[src/rtl/core/hkpq_pkg.sv]
// Shared types and constants for the hour-keyed priority queue.
// Holds the operation and status codes, the entry layout and the control interface.
// No dependencies.
package hkpq_pkg;

	localparam int HOUR_W    = 5;
	localparam int KIND_W    = 3;
	localparam int STATUS_W  = 2;
	localparam int OCC_W     = 5;
	localparam int DEPTH_DEF = 16;

	// operation codes
	localparam logic [KIND_W-1:0] KIND_INSERT = 3'd0;
	localparam logic [KIND_W-1:0] KIND_TAKE   = 3'd1;
	localparam logic [KIND_W-1:0] KIND_EXISTS = 3'd2;
	localparam logic [KIND_W-1:0] KIND_DELETE = 3'd3;
	localparam logic [KIND_W-1:0] KIND_SUCC   = 3'd4;
	localparam logic [KIND_W-1:0] KIND_PRED   = 3'd5;

	// result status codes
	localparam logic [STATUS_W-1:0] ST_OK    = 2'd0;
	localparam logic [STATUS_W-1:0] ST_EMPTY = 2'd1;
	localparam logic [STATUS_W-1:0] ST_FULL  = 2'd2;

	// one stored entry: departure hour is the sort key
	typedef struct packed {
		logic [HOUR_W-1:0] dep;
		logic [HOUR_W-1:0] arr;
	} entry_t;

	// controller to datapath commands
	typedef enum logic [3:0] {
		CMD_NONE,
		CMD_LOAD,
		CMD_START,
		CMD_READ,
		CMD_EVAL,
		CMD_PUT,
		CMD_NB_READ,
		CMD_NB_EVAL,
		CMD_PUBLISH
	} cmd_t;

	// datapath to controller status
	typedef struct packed {
		logic start_done;
		logic start_put;
		logic eval_done;
		logic eval_nb;
		logic eval_put;
		logic out_free;
	} dp_stat_t;

endpackage

[src/rtl/core/hkpq_ctrl.sv]
// Sequencing state machine for the hour-keyed priority queue.
// Issues one command per cycle to hkpq_dp and owns the input stall.
// Depends on hkpq_pkg.
module hkpq_ctrl import hkpq_pkg::*; (
	input  logic     clk,
	input  logic     arst_n,
	input  logic     in_valid,
	input  dp_stat_t stat,
	output cmd_t     cmd,
	output logic     in_stall
);

	typedef enum logic [2:0] {
		S_IDLE,
		S_START,
		S_READ,
		S_EVAL,
		S_PUT,
		S_NB_READ,
		S_NB_EVAL,
		S_OUT
	} state_t;

	state_t state_q;
	logic   in_stall_q;

	// state and stall register
	always_ff @(posedge clk or negedge arst_n) begin
		if (!arst_n) begin
			state_q    <= S_IDLE;
			in_stall_q <= 1'b0;
		end else begin
			unique case (state_q)
				S_IDLE: begin
					if (in_valid) begin
						state_q    <= S_START;
						in_stall_q <= 1'b1;
					end
				end
				S_START: begin
					if (stat.start_done) begin
						state_q <= S_OUT;
					end else if (stat.start_put) begin
						state_q <= S_PUT;
					end else begin
						state_q <= S_READ;
					end
				end
				S_READ: begin
					state_q <= S_EVAL;
				end
				S_EVAL: begin
					if (stat.eval_done) begin
						state_q <= S_OUT;
					end else if (stat.eval_nb) begin
						state_q <= S_NB_READ;
					end else if (stat.eval_put) begin
						state_q <= S_PUT;
					end else begin
						state_q <= S_READ;
					end
				end
				S_PUT: begin
					state_q <= S_OUT;
				end
				S_NB_READ: begin
					state_q <= S_NB_EVAL;
				end
				S_NB_EVAL: begin
					state_q <= S_OUT;
				end
				S_OUT: begin
					if (stat.out_free) begin
						state_q    <= S_IDLE;
						in_stall_q <= 1'b0;
					end
				end
				default: begin
					state_q <= S_IDLE;
				end
			endcase
		end
	end

	// command decode
	always_comb begin
		cmd = CMD_NONE;
		unique case (state_q)
			S_IDLE:    cmd = in_valid ? CMD_LOAD : CMD_NONE;
			S_START:   cmd = CMD_START;
			S_READ:    cmd = CMD_READ;
			S_EVAL:    cmd = CMD_EVAL;
			S_PUT:     cmd = CMD_PUT;
			S_NB_READ: cmd = CMD_NB_READ;
			S_NB_EVAL: cmd = CMD_NB_EVAL;
			S_OUT:     cmd = stat.out_free ? CMD_PUBLISH : CMD_NONE;
			default:   cmd = CMD_NONE;
		endcase
	end

	assign in_stall = in_stall_q;

	a_stall_idle: assert property (@(posedge clk) disable iff (!arst_n)
		in_stall_q == (state_q != S_IDLE))
		else $error("input stall out of step with controller state");

endmodule

[src/rtl/core/hkpq_dp.sv]
// Datapath of the hour-keyed priority queue: sorted entry memory, scan pointers,
// entry count, result registers and the output register.
// Depends on hkpq_pkg; driven by commands from hkpq_ctrl.
module hkpq_dp import hkpq_pkg::*; #(
	parameter int DEPTH = DEPTH_DEF
) (
	input  logic                clk,
	input  logic                arst_n,
	input  cmd_t                cmd,
	output dp_stat_t            stat,
	input  logic [KIND_W-1:0]   kind,
	input  logic [HOUR_W-1:0]   in_departure,
	input  logic [HOUR_W-1:0]   in_arrival,
	input  logic                out_stall,
	output logic                out_valid,
	output logic [HOUR_W-1:0]   out_departure,
	output logic [HOUR_W-1:0]   out_arrival,
	output logic                hit,
	output logic [STATUS_W-1:0] status,
	output logic [OCC_W-1:0]    occupancy
);

	localparam int IW = (DEPTH > 1) ? $clog2(DEPTH) : 1;
	localparam int CW = $clog2(DEPTH + 1);
	localparam logic [CW-1:0] DEPTH_C = CW'(DEPTH);
	localparam logic [CW-1:0] ONE_C   = CW'(1);
	localparam logic [CW-1:0] ZERO_C  = '0;

	entry_t mem_q [DEPTH];
	entry_t rd_data_q;
	entry_t key_q;
	entry_t ret_q;
	logic [KIND_W-1:0]   kind_q;
	logic                hit_q;
	logic [STATUS_W-1:0] status_q;
	logic [CW-1:0]       count_q;
	logic [CW-1:0]       ptr_q;
	logic [CW-1:0]       wptr_q;

	logic                out_valid_q;
	entry_t              out_entry_q;
	logic                out_hit_q;
	logic [STATUS_W-1:0] out_status_q;
	logic [OCC_W-1:0]    out_occ_q;

	logic is_insert, is_take, is_delete, is_exists, is_succ, is_scan, kind_ok;
	logic empty, full, match, bigger, last;
	logic [CW-1:0] ptr_inc, ptr_dec, rd_idx, nb_idx;
	logic          wr_en;
	logic [CW-1:0] wr_idx;
	entry_t        wr_data;

	// operation decode and compares
	always_comb begin
		is_insert = kind_q == KIND_INSERT;
		is_take   = kind_q == KIND_TAKE;
		is_delete = kind_q == KIND_DELETE;
		is_exists = kind_q == KIND_EXISTS;
		is_succ   = kind_q == KIND_SUCC;
		is_scan   = is_exists || is_succ || (kind_q == KIND_PRED);
		kind_ok   = kind_q <= KIND_PRED;
		empty     = count_q == ZERO_C;
		full      = count_q == DEPTH_C;
		match     = rd_data_q == key_q;
		bigger    = rd_data_q.dep > key_q.dep;
		ptr_inc   = ptr_q + ONE_C;
		ptr_dec   = ptr_q - ONE_C;
		last      = ptr_inc == count_q;
		// insert walks down from the tail, everything else walks up from the head
		rd_idx    = is_insert ? ptr_dec : ptr_q;
		if (is_succ) begin
			nb_idx = (ptr_inc >= count_q) ? ZERO_C : ptr_inc;
		end else begin
			nb_idx = (ptr_q == ZERO_C) ? (count_q - ONE_C) : ptr_dec;
		end
	end

	// status back to the controller
	always_comb begin
		stat.start_done = !kind_ok || (is_insert ? full : empty);
		stat.start_put  = is_insert && !full && empty;
		stat.eval_done  = ((is_take || is_delete) && last)
			|| (is_scan && (match ? is_exists : last));
		stat.eval_nb    = is_scan && match && !is_exists;
		stat.eval_put   = is_insert && (!bigger || ptr_q == ONE_C);
		stat.out_free   = !out_valid_q || !out_stall;
	end

	// memory write port select
	always_comb begin
		wr_en   = 1'b0;
		wr_idx  = ptr_q;
		wr_data = rd_data_q;
		if (cmd == CMD_EVAL) begin
			if (is_insert && bigger) begin
				wr_en = 1'b1;
			end else if (is_take && ptr_q != ZERO_C) begin
				wr_en  = 1'b1;
				wr_idx = ptr_dec;
			end else if (is_delete && !match) begin
				wr_en  = 1'b1;
				wr_idx = wptr_q;
			end
		end else if (cmd == CMD_PUT) begin
			wr_en   = 1'b1;
			wr_data = key_q;
		end
	end

	// entry memory, one write and one registered read
	always_ff @(posedge clk) begin
		if (wr_en) begin
			mem_q[wr_idx[IW-1:0]] <= wr_data;
		end
		if (cmd == CMD_READ || cmd == CMD_NB_READ) begin
			rd_data_q <= mem_q[rd_idx[IW-1:0]];
		end
	end

	// operand, pointer and result registers
	always_ff @(posedge clk) begin
		case (cmd)
			CMD_LOAD: begin
				kind_q   <= kind;
				key_q    <= {in_departure, in_arrival};
				hit_q    <= 1'b0;
				status_q <= ST_OK;
				ret_q    <= '0;
				ptr_q    <= (kind == KIND_INSERT) ? count_q : ZERO_C;
				wptr_q   <= ZERO_C;
			end
			CMD_START: begin
				if (kind_ok && is_insert && full) begin
					status_q <= ST_FULL;
				end else if (kind_ok && !is_insert && empty) begin
					status_q <= ST_EMPTY;
				end
			end
			CMD_EVAL: begin
				if (is_insert) begin
					if (bigger) begin
						ptr_q <= ptr_dec;
					end
				end else if (is_take) begin
					if (ptr_q == ZERO_C) begin
						ret_q <= rd_data_q;
						hit_q <= 1'b1;
					end
					ptr_q <= ptr_inc;
				end else if (is_delete) begin
					if (match) begin
						hit_q <= 1'b1;
					end else begin
						wptr_q <= wptr_q + ONE_C;
					end
					ptr_q <= ptr_inc;
				end else begin
					if (match) begin
						hit_q <= 1'b1;
						ptr_q <= nb_idx;
					end else begin
						ptr_q <= ptr_inc;
					end
				end
			end
			CMD_NB_EVAL: begin
				ret_q <= rd_data_q;
			end
			CMD_PUBLISH: begin
				out_entry_q  <= ret_q;
				out_hit_q    <= hit_q;
				out_status_q <= status_q;
				out_occ_q    <= OCC_W'(count_q);
			end
			default: begin
			end
		endcase
	end

	// entry count
	always_ff @(posedge clk or negedge arst_n) begin
		if (!arst_n) begin
			count_q <= ZERO_C;
		end else if (cmd == CMD_PUT) begin
			count_q <= count_q + ONE_C;
		end else if (cmd == CMD_EVAL && last) begin
			if (is_take) begin
				count_q <= count_q - ONE_C;
			end else if (is_delete) begin
				count_q <= wptr_q + CW'(!match);
			end
		end
	end

	// output register valid
	always_ff @(posedge clk or negedge arst_n) begin
		if (!arst_n) begin
			out_valid_q <= 1'b0;
		end else if (cmd == CMD_PUBLISH) begin
			out_valid_q <= 1'b1;
		end else if (!out_stall) begin
			out_valid_q <= 1'b0;
		end
	end

	assign out_valid     = out_valid_q;
	assign out_departure = out_entry_q.dep;
	assign out_arrival   = out_entry_q.arr;
	assign hit           = out_hit_q;
	assign status        = out_status_q;
	assign occupancy     = out_occ_q;

	a_count_bound: assert property (@(posedge clk) disable iff (!arst_n)
		count_q <= DEPTH_C)
		else $error("entry count beyond depth");

	a_put_grows: assert property (@(posedge clk) disable iff (!arst_n)
		cmd == CMD_PUT |=> count_q == $past(count_q) + ONE_C)
		else $error("insert did not add one entry");

	a_full_occ: assert property (@(posedge clk) disable iff (!arst_n)
		out_valid_q && out_status_q == ST_FULL |-> out_occ_q == OCC_W'(DEPTH_C))
		else $error("full status with queue not full");

	a_hit_ok: assert property (@(posedge clk) disable iff (!arst_n)
		out_valid_q && out_hit_q |-> out_status_q == ST_OK)
		else $error("hit reported with error status");

endmodule

[src/rtl/core/hour_keyed_priority_queue.sv]
// Hour-keyed priority queue: up to DEPTH entries (departure, arrival) kept in ascending
// departure order, equal departures in arrival-of-request order, in a single-port memory
// with registered read. The memory is scanned one entry at a time, each by a read step and
// an evaluate step. An unused kind, an empty-queue request or a full insert scans nothing;
// take front and delete scan all N entries held; exists scans up to the first matching
// entry (all N on a miss); successor and predecessor add a neighbour read on a hit; insert
// scans entries from the tail until its place is found. One operation is in flight at a
// time; a finished result sits in the output register while the next request is taken.
// No clearing pass after reset.
module hour_keyed_priority_queue import hkpq_pkg::*; #(
	parameter int DEPTH = DEPTH_DEF
) (
	input  logic                clk,
	input  logic                arst_n,
	input  logic                in_valid,
	output logic                in_stall,
	input  logic [KIND_W-1:0]   kind,
	input  logic [HOUR_W-1:0]   in_departure,
	input  logic [HOUR_W-1:0]   in_arrival,
	output logic                out_valid,
	input  logic                out_stall,
	output logic [HOUR_W-1:0]   out_departure,
	output logic [HOUR_W-1:0]   out_arrival,
	output logic                hit,
	output logic [STATUS_W-1:0] status,
	output logic [OCC_W-1:0]    occupancy
);

	cmd_t     cmd;
	dp_stat_t stat;

	// sequencer
	hkpq_ctrl u_ctrl (
		.clk      (clk),
		.arst_n   (arst_n),
		.in_valid (in_valid),
		.stat     (stat),
		.cmd      (cmd),
		.in_stall (in_stall)
	);

	// storage and result path
	hkpq_dp #(
		.DEPTH (DEPTH)
	) u_dp (
		.clk           (clk),
		.arst_n        (arst_n),
		.cmd           (cmd),
		.stat          (stat),
		.kind          (kind),
		.in_departure  (in_departure),
		.in_arrival    (in_arrival),
		.out_stall     (out_stall),
		.out_valid     (out_valid),
		.out_departure (out_departure),
		.out_arrival   (out_arrival),
		.hit           (hit),
		.status        (status),
		.occupancy     (occupancy)
	);

endmodule

[config.mk]
export PLATFORM = sky130hd
export DESIGN_NAME = hour_keyed_priority_queue
export DESIGN_NICKNAME = d
export VERILOG_FILES = /design/src/rtl/core/hkpq_pkg.sv /design/src/rtl/core/hkpq_ctrl.sv /design/src/rtl/core/hkpq_dp.sv /design/src/rtl/core/hour_keyed_priority_queue.sv
export SDC_FILE = /design/constraint.sdc
export NUM_CORES = 1
export LEC_CHECK = 0
export ABC_AREA = 1
export BUFFER_PORTS_ARGS = -buffer_cell sky130_fd_sc_hd__buf_2
export CAP_MARGIN = 15
export CORE_ASPECT_RATIO = 1.5
export CORE_MARGIN = 2
export CORE_UTILIZATION = 45
export CTS_CLUSTER_SIZE = 14
export DETAILED_ROUTE_END_ITERATION = 12
export PLACE_DENSITY_LB_ADDON = 0.2
export SYNTH_ARGS = -nofsm -noshare
export SYNTH_HDL_FRONTEND = slang
export SYNTH_SLANG_ARGS = --single-unit
[constraint.sdc]
create_clock -name clk -period 2.4 [get_ports clk]
set_input_delay 0 -clock clk [delete_from_list [all_inputs] [get_ports clk]]
set_output_delay 0 -clock clk [all_outputs]
set_load 0.01 [all_outputs]
==> results.md <==
- Status: finished, violations left
- Failing checks: negative setup slack
- Inst Count DP: around 1,400
- Worst path arrival time: 2660 ps
- Final setup viols: between 50 and 60
- Final core occ: 0.5870
- Period utilization: 1.017
- Area of the die: roughly 25,000 um2
- Initial antenna violation count: 0
- Detailed router's first-iteration violation count: ~370
- Setup ws final: -40.84 ps
- Worst Tran Pin Value: roughly 1000 ps
- Row count: 68
- Commonest cells post-synth: edfxtp_1 (224), nand2_1 (172), nor2_1 (107)
- Min-delay worst type: input pin to register
- Area occupied by registers: approximately 7000 um2
- Yosys top cell area share: 0.6345
- First-pass GRT wire length: approximately 39 mm
- Met3 usage: 0.02061
- Syn Nets: 1,002
- Area occupied by multi-input gates: between 3000 and 4000 um2
- Post-route DRC violation count: 0
- Layout Nets: 1,156
- RePlAce Congestion: between 0.9 and 1
- Lkg Pwr: 5.240 nW
- Cell taking the most area after synthesis: edfxtp_1
- Final hold viol count: 0
- # diodes: 0
- Ratio of cells with drive above 1 in the final layout: 0.2679
- CP bufs+invs: 4
- Worst EP required: around 2600 ps
- CTS sink cnt: about 230
- Post-synthesis cell count: 965
- Avg WL per Cell: roughly 18 um
- Non-filler instance count after layout: around 1,400
- H-tree levels: 1
- Crit path cell chain: ha_4 -> nand2_4 -> nor2_4 -> nand2_2 -> inv_2 -> nand3_4 -> buf_6 -> nand3_2 -> nand2_1 -> nand2_2 -> nand2_4 -> inv_6 -> nand2_8 -> nor2_4 -> buf_6
- Worst path max stage delay: roughly 440 ps
- Worst hold slack: 188.6 ps
- Yosys cell types: 39
- CTS tree: yes
- Cell Area, Synth: roughly 11,000 um2
- RSZ-0062 raised after global routing: true
- Max clock buf depth: 3
- Post-synth EDFFs: approximately 220
- Worst setup path category: register to register
- Synth area leaders: edfxtp_1 (63%), nand2_1 (6.1%), o211ai_1 (5.4%)
- Total power: 0.01676 W
- Pre-CTS WS: -161.8 ps
- Max Freq: 0.4097 GHz
- CP Max Fanout: 7
- Global-route layer with the greatest usage: met2
- Total GRT Usage: 0.2090
- GRT met2 Usage: 0.4117
- Root Driver: clkbuf_16
- # fillers: 1,909
- Fin crit period: around 2400 ps
- Gr ovfl total: 0
- Synth warnings: 0
- CTS Buf Count: 23
- Largest delay share family, worst path: simple AND/OR/NAND/NOR gates
- Core Area: 23,060 um2
- Vias in the first global route: ~7,400
- Crit. End Element: register
- Slowest cell on crit path: edfxtp_1
- Avg Cell Area, Syn: about 11 um2
- Slew margin rel.: 0.3065
- Synthesized flop and latch total: 234
- WL final: ~26 mm
- Main synth FF type: edfxtp_1
- Met1 Use GR: 0.2214
- Initial Utilization: 0.4598
- Sequential element share of the synthesized area: 0.6581
- Antenna viol nets, final: 0
- CP startpoint kind: register
- Most common cell in the netlist: edfxtp_1
- Final Skew: about 23 ps
- Peak VDD IR: ~0.00065 V
- Power per cell area: ~1200 nW/um2
- Post-synthesis async set-or-reset flop share: 0.04274
- 1st-pass router iterations: 5
- Largest net degree at the start of global routing: 63
- Synthesis-to-layout area growth: 27.66%
- Pins Over Slew Limit: 0
- I/O pin count: 37
- Vias/cell: approximately 5
- CTS clock-pin slew for the worst setup and hold paths: 60 ps
- Vias: between 7,000 and 8,000
- Die X: ~130 um
- Number of port buffers: 36
- Max-cap viol count: 0
- Skew-Pair Late Insertion Delay: about 520 ps
- Detailed Place HPWL: 17.87 mm
- Die extent in y: 192.0 um
kinds of logic after synthesis:
family                     Yosys count  synth area share
buffers and inverters              152           0.05712
and+or+nand+nor                    358            0.1400
AOI/OAI and AO/OA                  185            0.1079
muxes                                1         0.0009442
xor gates and xnor gates            15           0.01239
adders and majority gates           20           0.02360
DFF                                234            0.6581
final cells by class:
| class | instances | area share |
|---|---|---|
| tap | 315 | 0.02912 |
| clock inverter | 12 | 0.005547 |
| timing repair buffer | 168 | 0.1092 |
| clock buffer | 25 | 0.04308 |
| inverter | 113 | 0.03291 |
| multi-input combinational | 579 | 0.2647 |
| sequential | 234 | 0.5155 |
placed cells by master (no fill, tap or decap), types with 24 or more instances in the layout:
cell       instances
nand3_1           44
nand2_1          143
edfxtp_1         224
o21ai_0           49
o21ai_1           29
o211ai_1          76
buf_4             77
clkbuf_16         24
buf_6             25
buf_2             36
inv_1             94
nor2_1            86
repair_timing:
action,4_1_cts,5_1_grt
gates cloned,4,7
pin swaps,15,31
endpoints found under the hold margin,27,0
hold buffers,17,0
gates resized for setup,68,102
buffers inserted,4,7
endpoints found under the setup margin,173,192
worst paths after layout:
kind                              startpoint  cells past startpoint  slack [ps]                  end
max reg2reg                u_dp.rd_data_q[7]                     15         -40     u_dp.mem_q[5][4]
min in group asynchronous             arst_n                      3         530       u_dp.out_valid
min reg2reg                    u_dp.ret_q[2]                      0         420  u_dp.out_arrival[2]
min                          in_departure[0]                      2         190        u_dp.key_q[5]
max                        u_dp.rd_data_q[7]                     15         -40     u_dp.mem_q[5][4]
max in group asynchronous             arst_n                      3        1530      u_dp.count_q[1]
stage by stage:
step / area, um2 / TNS (ps)
global placement: 11900 / -12690
global route: 13530 / -14680
CTS: 13020 / -254.0
finish: 13530 / -1066
floorplan: 10650 / -9481
detailed placement: 11900 / -17610
sequential cells by signal (all words and copies together) (netlist names), 2 cells and up:
| name | count |
|---|---|
| u_dp.status | 2 |
| u_dp.count_q | 5 |
| u_dp.occupancy | 5 |
| u_dp.ret_q | 10 |
| u_dp.kind_q | 3 |
| u_dp.wptr_q | 5 |
| u_dp.ptr_q | 5 |
| u_dp.status_q | 2 |
| u_dp.out_arrival | 5 |
| u_dp.key_q | 10 |
| u_dp.rd_data_q | 10 |
| u_dp.mem_q | 160 |
| u_ctrl.state_q | 3 |
| u_dp.out_departure | 5 |
per-layer routing:
metal	part of all wire	wire [um]	up-vias
met5	0	0	-
met4	0.043	1132	0
met3	0.024	640	64
met2	0.56	14750	137
met1	0.37	9686	3558
li1	-	-	3682
where the power goes:
part           switching (W)  internal, W  total (W)
combinational        0.00479      0.00271    0.00750
sequential          0.000313      0.00576    0.00607
clock                0.00144      0.00175    0.00319
No activity file was read; power rests on OpenSTA's default activity.
